**src/hdl/pwgfs_pkg.sv**
```systemverilog
// Shared types, constants and helpers for the pulse-width gain frame sender.
// No dependencies.
package pwgfs_pkg;

   localparam int COUNT_WIDTH = 16;
   localparam int TICK_WIDTH  = 16;
   localparam int FRAME_BITS  = 38;
   localparam int BITS_WIDTH  = $clog2(FRAME_BITS + 1);
   localparam int CSR_IDX_W   = 2;

   localparam logic [31:0] COUNT_MAX32 = 32'((64'd1 << COUNT_WIDTH) - 64'd1);

   localparam logic [7:0] GAIN2_MAX = 8'h07;
   localparam logic [7:0] GAIN1_MAX = 8'h7f;

   typedef enum logic [2:0] {
      STATUS_NONE      = 3'd0,
      STATUS_STARTED   = 3'd1,
      STATUS_RANGE     = 3'd2,
      STATUS_UNSUPP    = 3'd3,
      STATUS_BUSY      = 3'd4
   } status_type;

   typedef enum logic [1:0] {
      FUNC_NONE     = 2'd0,
      FUNC_SIMULATE = 2'd1,
      FUNC_PROGRAM  = 2'd2,
      FUNC_READ     = 2'd3
   } func_type;

   typedef enum logic [1:0] {
      PARAM_GAIN2 = 2'd0,
      PARAM_GAIN1 = 2'd1,
      PARAM_RSV2  = 2'd2,
      PARAM_RSV3  = 2'd3
   } param_type;

   typedef enum logic [CSR_IDX_W-1:0] {
      CSR_LONG  = 2'd0,
      CSR_SHORT = 2'd1,
      CSR_GAP   = 2'd2,
      CSR_NONE  = 2'd3
   } csr_idx_type;

   localparam logic [TICK_WIDTH-1:0] LONG_RESET  = 16'd1000;
   localparam logic [TICK_WIDTH-1:0] SHORT_RESET = 16'd10;
   localparam logic [TICK_WIDTH-1:0] GAP_RESET   = 16'd100;

   // zero acts as one, values beyond the counter saturate
   function automatic logic [COUNT_WIDTH-1:0] phase_len(input logic [TICK_WIDTH-1:0] len);
      logic [31:0] wide;
      wide = {{(32 - TICK_WIDTH){1'b0}}, len};
      if (wide == 32'd0) begin
         wide = 32'd1;
      end
      if (wide > COUNT_MAX32) begin
         wide = COUNT_MAX32;
      end
      return wide[COUNT_WIDTH-1:0];
   endfunction

   // start 100000000001, function, parameter, 10, value, end 011111111110
   function automatic logic [FRAME_BITS-1:0] build_frame(input logic [1:0] func,
                                                         input logic [1:0] param,
                                                         input logic [7:0] val);
      return {8'h80, 4'b0001, func, param, 2'b10, val, 6'b011111, 6'b111110};
   endfunction

endpackage

```
**src/hdl/pulse_width_gain_frame_sender.sv**
```systemverilog
// Pulse-width gain frame sender: request check, frame build and pin sequencing.
// Depends on pwgfs_pkg.
//
// Usage:
//   req_* channel carries one item per transfer: req_cmd = 0 is a time tick,
//   req_cmd = 1 asks to send a frame built from function, parameter and value.
//   Every item gives exactly one rsp_* transfer: pin level, busy flag, status
//   of the request and a done flag on the tick that closes the last gap.
//   csr_* writes the long pulse, short pulse and gap lengths in ticks; it is
//   always ready. A new length applies from the next phase that starts.
//   The result is registered and is valid in the cycle after the input transfer.
//   Throughput: one item per cycle; a single output register sits between
//   the two sides, and an item is taken whenever that register is empty or
//   is being drained in the same cycle.
//   When rsp_stall holds, the result stays put and req_stall rises only while
//   the output register is full.
//   Reset (synchronous, active high) returns to idle, marks the output register
//   empty without resetting its data, and restores the default lengths 1000, 10 and 100.
module pulse_width_gain_frame_sender
   import pwgfs_pkg::*;
(
   input  logic                  clock,
   input  logic                  reset,
   input  logic                  req_valid,
   output logic                  req_stall,
   input  logic                  req_cmd,
   input  logic [1:0]            req_function_code,
   input  logic [1:0]            req_parameter_code,
   input  logic [7:0]            req_value,
   output logic                  rsp_valid,
   input  logic                  rsp_stall,
   output logic                  rsp_pin_level,
   output logic                  rsp_busy_res,
   output logic [2:0]            rsp_status,
   output logic                  rsp_frame_done,
   input  logic                  csr_valid,
   output logic                  csr_ready,
   input  logic [CSR_IDX_W-1:0]  csr_index,
   input  logic [TICK_WIDTH-1:0] csr_data
);

   logic [TICK_WIDTH-1:0]  long_ff, short_ff, gap_ff;
   logic [FRAME_BITS-1:0]  frame_ff, frame_in;
   logic [BITS_WIDTH-1:0]  bits_ff, bits_in;
   logic                   gap_phase_ff, gap_phase_in;
   logic [COUNT_WIDTH-1:0] count_ff, count_in, count_dec;
   logic                   sending_ff, sending_in;
   logic                   valid_ff;
   logic                   pin_ff, busy_ff, done_ff, done_in;
   status_type             status_ff, status_in;
   logic                   req_xfer;
   logic [FRAME_BITS-1:0]  new_frame, shifted;

   assign req_stall = valid_ff & rsp_stall;
   assign req_xfer  = req_valid & ~req_stall;
   assign csr_ready = 1'b1;

   always_ff @(posedge clock) begin
      if (reset) begin
         long_ff  <= LONG_RESET;
         short_ff <= SHORT_RESET;
         gap_ff   <= GAP_RESET;
      end else if (csr_valid && csr_ready) begin
         unique case (csr_idx_type'(csr_index))
            CSR_LONG:  long_ff  <= csr_data;
            CSR_SHORT: short_ff <= csr_data;
            CSR_GAP:   gap_ff   <= csr_data;
            default: ;
         endcase
      end
   end

   always_comb begin
      status_in = STATUS_NONE;
      if (sending_ff) begin
         status_in = STATUS_BUSY;
      end else begin
         unique case (func_type'(req_function_code))
            FUNC_NONE: status_in = STATUS_UNSUPP;
            FUNC_READ: status_in = STATUS_STARTED;
            default: begin
               case (param_type'(req_parameter_code))
                  PARAM_GAIN2: status_in = (req_value > GAIN2_MAX) ? STATUS_RANGE
                                                                  : STATUS_STARTED;
                  PARAM_GAIN1: status_in = (req_value > GAIN1_MAX) ? STATUS_RANGE
                                                                  : STATUS_STARTED;
                  default:     status_in = STATUS_UNSUPP;
               endcase
            end
         endcase
      end
   end

   assign new_frame = build_frame(req_function_code, req_parameter_code, req_value);
   assign shifted   = {frame_ff[FRAME_BITS-2:0], 1'b0};
   assign count_dec = count_ff - 1'b1;

   always_comb begin
      frame_in     = frame_ff;
      bits_in      = bits_ff;
      gap_phase_in = gap_phase_ff;
      count_in     = count_ff;
      sending_in   = sending_ff;
      done_in      = 1'b0;
      if (req_cmd) begin
         if (status_in == STATUS_STARTED) begin
            frame_in     = new_frame;
            bits_in      = BITS_WIDTH'(FRAME_BITS);
            sending_in   = 1'b1;
            gap_phase_in = 1'b0;
            count_in     = phase_len(new_frame[FRAME_BITS-1] ? long_ff : short_ff);
         end
      end else if (sending_ff) begin
         count_in = count_dec;
         if (count_dec == '0) begin
            if (!gap_phase_ff) begin
               gap_phase_in = 1'b1;
               count_in     = phase_len(gap_ff);
            end else begin
               bits_in  = bits_ff - 1'b1;
               frame_in = shifted;
               if (bits_in == '0) begin
                  sending_in   = 1'b0;
                  gap_phase_in = 1'b0;
                  done_in      = 1'b1;
               end else begin
                  gap_phase_in = 1'b0;
                  count_in     = phase_len(shifted[FRAME_BITS-1] ? long_ff : short_ff);
               end
            end
         end
      end
   end

   always_ff @(posedge clock) begin
      if (reset) begin
         frame_ff     <= '0;
         bits_ff      <= '0;
         gap_phase_ff <= 1'b0;
         count_ff     <= '0;
         sending_ff   <= 1'b0;
         valid_ff     <= 1'b0;
      end else begin
         if (req_xfer) begin
            frame_ff     <= frame_in;
            bits_ff      <= bits_in;
            gap_phase_ff <= gap_phase_in;
            count_ff     <= count_in;
            sending_ff   <= sending_in;
            valid_ff     <= 1'b1;
         end else if (!rsp_stall) begin
            valid_ff <= 1'b0;
         end
      end
   end

   always_ff @(posedge clock) begin
      if (req_xfer) begin
         pin_ff    <= sending_in & ~gap_phase_in;
         busy_ff   <= sending_in;
         status_ff <= req_cmd ? status_in : STATUS_NONE;
         done_ff   <= done_in;
      end
   end

   assign rsp_valid      = valid_ff;
   assign rsp_pin_level  = pin_ff;
   assign rsp_busy_res   = busy_ff;
   assign rsp_status     = status_ff;
   assign rsp_frame_done = done_ff;

`ifndef SYNTHESIS
   a_idle_no_gap: assert property (@(posedge clock) disable iff (reset)
      !sending_ff |-> !gap_phase_ff)
      else $error("gap phase while idle");

   a_bits_nonzero: assert property (@(posedge clock) disable iff (reset)
      sending_ff |-> bits_ff != '0)
      else $error("sending with no bits left");

   a_pin_implies_busy: assert property (@(posedge clock) disable iff (reset)
      rsp_valid && rsp_pin_level |-> rsp_busy_res)
      else $error("pin high while not busy");

   a_done_idle: assert property (@(posedge clock) disable iff (reset)
      rsp_valid && rsp_frame_done |-> !rsp_busy_res && !rsp_pin_level)
      else $error("frame done while still busy");

   a_start_sends: assert property (@(posedge clock) disable iff (reset)
      req_xfer && req_cmd && status_in == STATUS_STARTED |=> sending_ff && !gap_phase_ff)
      else $error("accepted request did not start a frame");
`endif

endmodule

```
**config.mk**
```make
export PLATFORM = sky130hd
export DESIGN_NAME = pulse_width_gain_frame_sender
export DESIGN_NICKNAME = d
export VERILOG_FILES = /design/src/hdl/pwgfs_pkg.sv /design/src/hdl/pulse_width_gain_frame_sender.sv
export SDC_FILE = /design/constraint.sdc
export NUM_CORES = 1
export LEC_CHECK = 0
export BUFFER_PORTS_ARGS = -buffer_cell sky130_fd_sc_hd__buf_2
export CORE_MARGIN = 2
export CORE_UTILIZATION = 65
export CTS_BUF_LIST = sky130_fd_sc_hd__clkbuf_4 sky130_fd_sc_hd__clkbuf_8 sky130_fd_sc_hd__clkbuf_16
export CTS_CLUSTER_DIAMETER = 40
export DETAILED_ROUTE_END_ITERATION = 10
export PLACE_DENSITY = 0.85
export SLEW_MARGIN = 20
export SYNTH_ARGS = -nofsm -noshare
export SYNTH_HDL_FRONTEND = slang
export SYNTH_SLANG_ARGS = --single-unit
```
**constraint.sdc**
```tcl
create_clock -name clock -period 5.3 [get_ports clock]
set_input_delay 0.53 -clock clock [delete_from_list [all_inputs] [get_ports clock]]
set_output_delay 0.53 -clock clock [all_outputs]
set_load 0.02 [all_outputs]
```
# Word level (Yosys, flattened, before mapping)
# Index checks and enable logic that the tools add are counted.
[word_totals]
reg_bits = 116
word_cells = 105
[op_classes]
mux = 53
eq_ne = 7
bitwise_logic = 8
addsub = 2
order_cmp = 5
reduce_logical = 17
[op_table]
columns = ["operator", "n"]
rows = [
  ["$mux W32", 11],
  ["$mux W16", 13],
  ["$mux W37", 5],
  ["$gt A32 B16 Y1 const B", 3],
  ["$logic_not A16 Y1", 4],
  ["$mux W6", 5],
  ["$sub A16 B1 Y16 const B", 1],
  ["$mux W1", 14],
  ["$gt A8 B3 Y1 const B", 1],
  ["$gt A8 B7 Y1 const B", 1],
  ["$pmux W2 S2", 2],
  ["$logic_not A2 Y1", 3],
  ["$logic_not A6 Y1", 1],
  ["$reduce_and A2 Y1", 3],
  ["$reduce_bool A2 Y1", 3],
  ["$sub A6 B1 Y6 const B", 1],
  ["$not A1 Y1", 5],
  ["$reduce_and A5 Y1", 1],
  ["$eq A2 B1 Y1 const B", 2],
  ["$eq A2 B2 Y1 const B", 2],
  ["$mux W2", 2],
  ["$ne A2 B1 Y1 const B", 2],
  ["$reduce_or A4 Y1", 1],
  ["$and A1 B1 Y1", 3],
  ["other kinds (3)", 3],
]

# Longest topological paths before layout
[depth]
depth_word = 15
mapped_depth = 14
depth_no_buf = 9

# Worst setup path before layout
# No wires, ideal clock.
[synth_path]
path_kind = "register -> register"
from = "register count_ff[0]"
to = "register bits_ff[4]"
slack_ns = 2.236
required_ns = 5.221
stages_incl_launch_ff = 13
synth_period_minus_slack_ns = 3.064
path_buffers = 3
setup_time_ns = 0.079
arrival_time_ns = 2.985
path_cell_list = "dfxtp_1 > buf_6 > inv_1 > ha_1 > clkbuf_8 > or4b_1 > nor4_1 > a211oi_1 > or4_4 > buf_6 > or2_4 > or4_4 > o221ai_2"
[synth_between]
elab_chain_len = 4
[synth_rtl]
columns = ["item", "line", "text"]
rows = [
  ["from (decl)", "pulse_width_gain_frame_sender.sv:46", "logic [COUNT_WIDTH-1:0] count_ff, count_in, count_dec;"],
  ["from (signal assigned)", "pulse_width_gain_frame_sender.sv:148", "count_ff <= count_in;"],
  ["$sub A16 B1 Y16", "pulse_width_gain_frame_sender.sv:96", "assign count_dec = count_ff - 1'b1;"],
  ["$logic_not A16 Y1", "pulse_width_gain_frame_sender.sv:115", "if (count_dec == '0) begin"],
  ["$reduce_bool A2 Y1 (no line)", "--", ""],
  ["$reduce_and A5 Y1 (no line)", "--", ""],
  ["to (signal assigned)", "pulse_width_gain_frame_sender.sv:146", "bits_ff <= bits_in;"],
  ["to (decl)", "pulse_width_gain_frame_sender.sv:44", "logic [BITS_WIDTH-1:0] bits_ff, bits_in;"],
]
# Every way passes these cells.
# A chain may end at the register's enable or synchronous reset.

# Worst setup path after layout
[layout_path]
from = "register count_ff[0]"
to = "register count_ff[4]"
[layout_between]
elab_chain_len = 6
elab_cells_between_ends = 7
[layout_rtl]
columns = ["item", "line", "text"]
rows = [
  ["$sub A16 B1 Y16 *", "pulse_width_gain_frame_sender.sv:96", ""],
  ["$mux W16", "pulse_width_gain_frame_sender.sv:122", "if (bits_in == '0) begin"],
  ["$mux W16", "pulse_width_gain_frame_sender.sv:116", "if (!gap_phase_ff) begin"],
  ["$mux W16 *", "pulse_width_gain_frame_sender.sv:115", ""],
  ["$mux W16 *", "pulse_width_gain_frame_sender.sv:113", "end else if (sending_ff) begin"],
  ["$mux W16 *", "pulse_width_gain_frame_sender.sv:105", "if (req_cmd) begin"],
]
# Mark *: on every way between the ends. The rest lies on a longest branch, timed or not. The select of a mux whose other input is x is not followed.

==> qor.tcl <==
set qor(outcome) {finished clean}
set qor(finalHoldViolations) 0
set qor(first_pass_iters) 5
set qor(critical_path.reg2reg.startpoint) {count_ff[0]}
set qor(area_taken_by_multi_input_logic_gates_um2) 2994
set qor(post-cts-setup-buffers) 0
set qor(synth.avg_cell_area_um2) 8.306
set qor(post_dp_cell_area_um2) 5873
set qor(placement.io_buffers) 43
set qor(yosysSeqAreaShare_pct) 40.98
set qor(total_leakage_power_nw) 2.409
set qor(layout_commonest_cell) {sky130_fd_sc_hd__nand2_1}
set qor(avgRoutedWirePerCell_um) 18.19
set qor(route.vias.total) 5362
set qor(clock_root_buffer) {sky130_fd_sc_hd__clkbuf_8}
set qor(postSynth.topFlopCell) {sky130_fd_sc_hd__dfxtp_1}
set qor(most-common-layout-cells) {sky130_fd_sc_hd__nand2_1 (124), sky130_fd_sc_hd__dfxtp_1 (109), sky130_fd_sc_hd__a21oi_1 (47)}
set qor(floorplan.initialDensity_pct) 66.42
set qor(number_of_global_route_vias_before_repair) 5028
set qor(sequential_cell_area_um2) 2362
set qor(detail_route.drc_violations) 0
set qor(synth.yosys.warnings) 0
set qor(hold_path.startpoint) {req_valid}
set qor(holdCritPathClass) {input port to register}
set qor(path_max_fanout) 13
set qor(worst_ep_required_time_ps) 5730
set qor(clk-insertion-delay-late_ps) 530
set qor(grt_util_all_layers_pct) 32.18
set qor(irDropWorstVdd_mv) 0.2035
set qor(globalRouteOverflowTotal) 0
set qor(antenna_cells) 0
set qor(number_of_enable_flip_flop_cells_after_synthesis) 6
set qor(crit_path_max_incr_delay_ps) 720
set qor(nFillCells) 619
set qor(core-area_um2) 8678
set qor(critPathSlowestCell) {sky130_fd_sc_hd__nor3_2}
set qor(clock_tree.htree_level_count) 4
set qor(tritoncts_clock_tree) {done}
set qor(power_density_nw_per_um2) 362.6
set qor(power_w) 0.002349
set qor(fin_crit_ps) 3676
set qor(place_worst_setup_slack_ps) 1502
set qor(post_cts_resized) 0
set qor(detailed_place_hpwl_um) 9795
set qor(yosysUniqueCellTypes) 72
set qor(crit_type) {register to register}
set qor(synth.net_count) 735
set qor(max_cap_violations) 0
set qor(cts_sinks) 115
set qor(cell_family_with_the_largest_share_of_critical_path_delay) {simple AND/OR/NAND/NOR gates}
set qor(layout-area-overhead-vs-synth_pct) 12.35
set qor(tns_ps) 0
set qor(final.setup_skew_ps) 8.370
set qor(grt_antenna_before_repair) 0
set qor(cp-startpoint) {count_ff[0]}
set qor(cell_area_after_synthesis_um2) 5764
set qor(worstPathBufferInverterCount) 1
set qor(max_slew.worst_pin.slew_ps) 974.9
set qor(finalHoldWorstSlack_ps) 233.4
set qor(max_slew_violation_total_from_the_final_report) 0
set qor(max-slew-margin-rel_pct) 34.92
set qor(cp_cell_sequence) {inv_1 -> ha_1 -> or4b_1 -> nor4_1 -> a211oi_1 -> or4_4 -> nor3_2 -> a2111oi_0 -> nor4_1}
set qor(setup_slack_ps) 1624
set qor(ctsHoldBuffers) 0
set qor(gpl.final_weighted_congestion) 0.9402
set qor(grt_start_max_net_pins) 75
set qor(die_h_um) 98.17
set qor(cts-buffers-inserted) 17
set qor(floorplan.die_area_um2) 9637
set qor(post-route-cell-area_um2) 6476
set qor(io_pins) 45
set qor(data_arrival_time_at_the_worst_slack_endpoint_ps) 4110
set qor(cts-root-to-sink-buffers) 2
set qor(maxClockFrequency_mhz) 272.1
set qor(routed_wl_um) 15120
set qor(drt-initial-drc-count) 503
set qor(clock_input_transition_at_the_sequential_cells_of_the_worst_setup_and_hold_paths_ps) 60
set qor(unrepaired_setup_endpoints_after_global_routing) {false}
set qor(postSynthRegisterBits) 115
set qor(worstSetupStartpointType) {register}
set qor(std_cell_rows) 34
set qor(antenna_left) 0
set qor(nNetsFinal) 751
set qor(crit_top_cell) {sky130_fd_sc_hd__nor4_1}
set qor(worstSetupEndpointType) {register}
set qor(layout-drive-gt1-share_pct) 15.21
set qor(die_width_um) 98.17
set qor(asyncSetResetFlopFracSynth_pct) 0
set qor(syn_inst) 694
set qor(final.period_utilization_pct) 69.35
set qor(setup_violations) 0
set qor(drt_via_density) 6.452
set qor(first_pass_grt_wire_length_um) 24910
## area by class of cell
| cell class | instances | share of cell area, % |
|---|---|---|
| Inverter | 35 | 2.029 |
| Clock inverter | 12 | 1.816 |
| Tap cell | 108 | 2.087 |
| Timing Repair Buffer | 49 | 4.328 |
| Multi-Input combinational cell | 492 | 46.23 |
| Clock buffer | 20 | 7.032 |
| Sequential cell | 115 | 36.48 |
## state kept, by name, indices dropped and copies added (netlist names)
signal	count
frame_ff	36
bits_ff	6
rsp_valid	1
long_ff	16
short_ff	16
gap_phase_ff	1
rsp_pin_level	1
sending_ff	1
rsp_frame_done	1
rsp_busy_res	1
count_ff	16
rsp_status	3
gap_ff	16
## report_power, final
group          total (W)  internal, W  switching [W]  leakage (nW)
clock network    0.00110     0.000668       0.000432         0.281
registers       0.000951     0.000912      0.0000393         0.947
logic           0.000298     0.000115       0.000182          1.18
## worst paths after layout
kind              slack [ps]          end  cells past startpoint
setup reg to reg        1620  count_ff[4]                      9
hold reg to reg          470    gap_ff[9]                      2
setup / recovery        1620  count_ff[4]                      9
hold / removal           230    rsp_valid                      2
## layer usage
layer | vias up | track usage, % | wire length, um
met5 | - | 0 | 0
met4 | 0 | 13.49 | 479
met3 | 50 | 7.516 | 1101
met2 | 254 | 53.37 | 7372
met1 | 2507 | 40.47 | 6166
li1 | 2551 | - | -
## per-stage QoR
step,utilization [%],std cells
floorplan,-,694
global placement,67.68,798
detailed placement,67.68,798
CTS,74.28,830
global route,74.63,831
finish,74.63,831
## logic make-up after synthesis
family / share of synthesized area [%]
buf+inv: 7.119
fa+ha+maj: 1.085
flops: 40.98
other cells: 0.06506
mux: 5.231
xor+xnor: 2.431
simple gates: 23.66
compound gates: 19.43
## cell usage after synthesis (all sizes together) (6+ instances only)
master	number	area, um^2
a211oi	23	172.7
nor4	28	190.2
buf	19	143.9
dfxtp	109	2182
o21ai	9	56.31
o32ai	6	67.56
nor3	26	135.1
edfxtp	6	180.2
nand2	124	465.5
o22ai	24	150.1
nand4	10	62.56
mux2i	29	290.3
xnor2	12	105.1
clkbuf	33	135.1
nand3	15	75.07
a21oi	47	235.2
o221a	12	135.1
inv	34	127.6
or3	6	42.54
o211ai	7	52.55
nor2	47	176.4
Note: power is estimated with default switching activity, not from simulation.
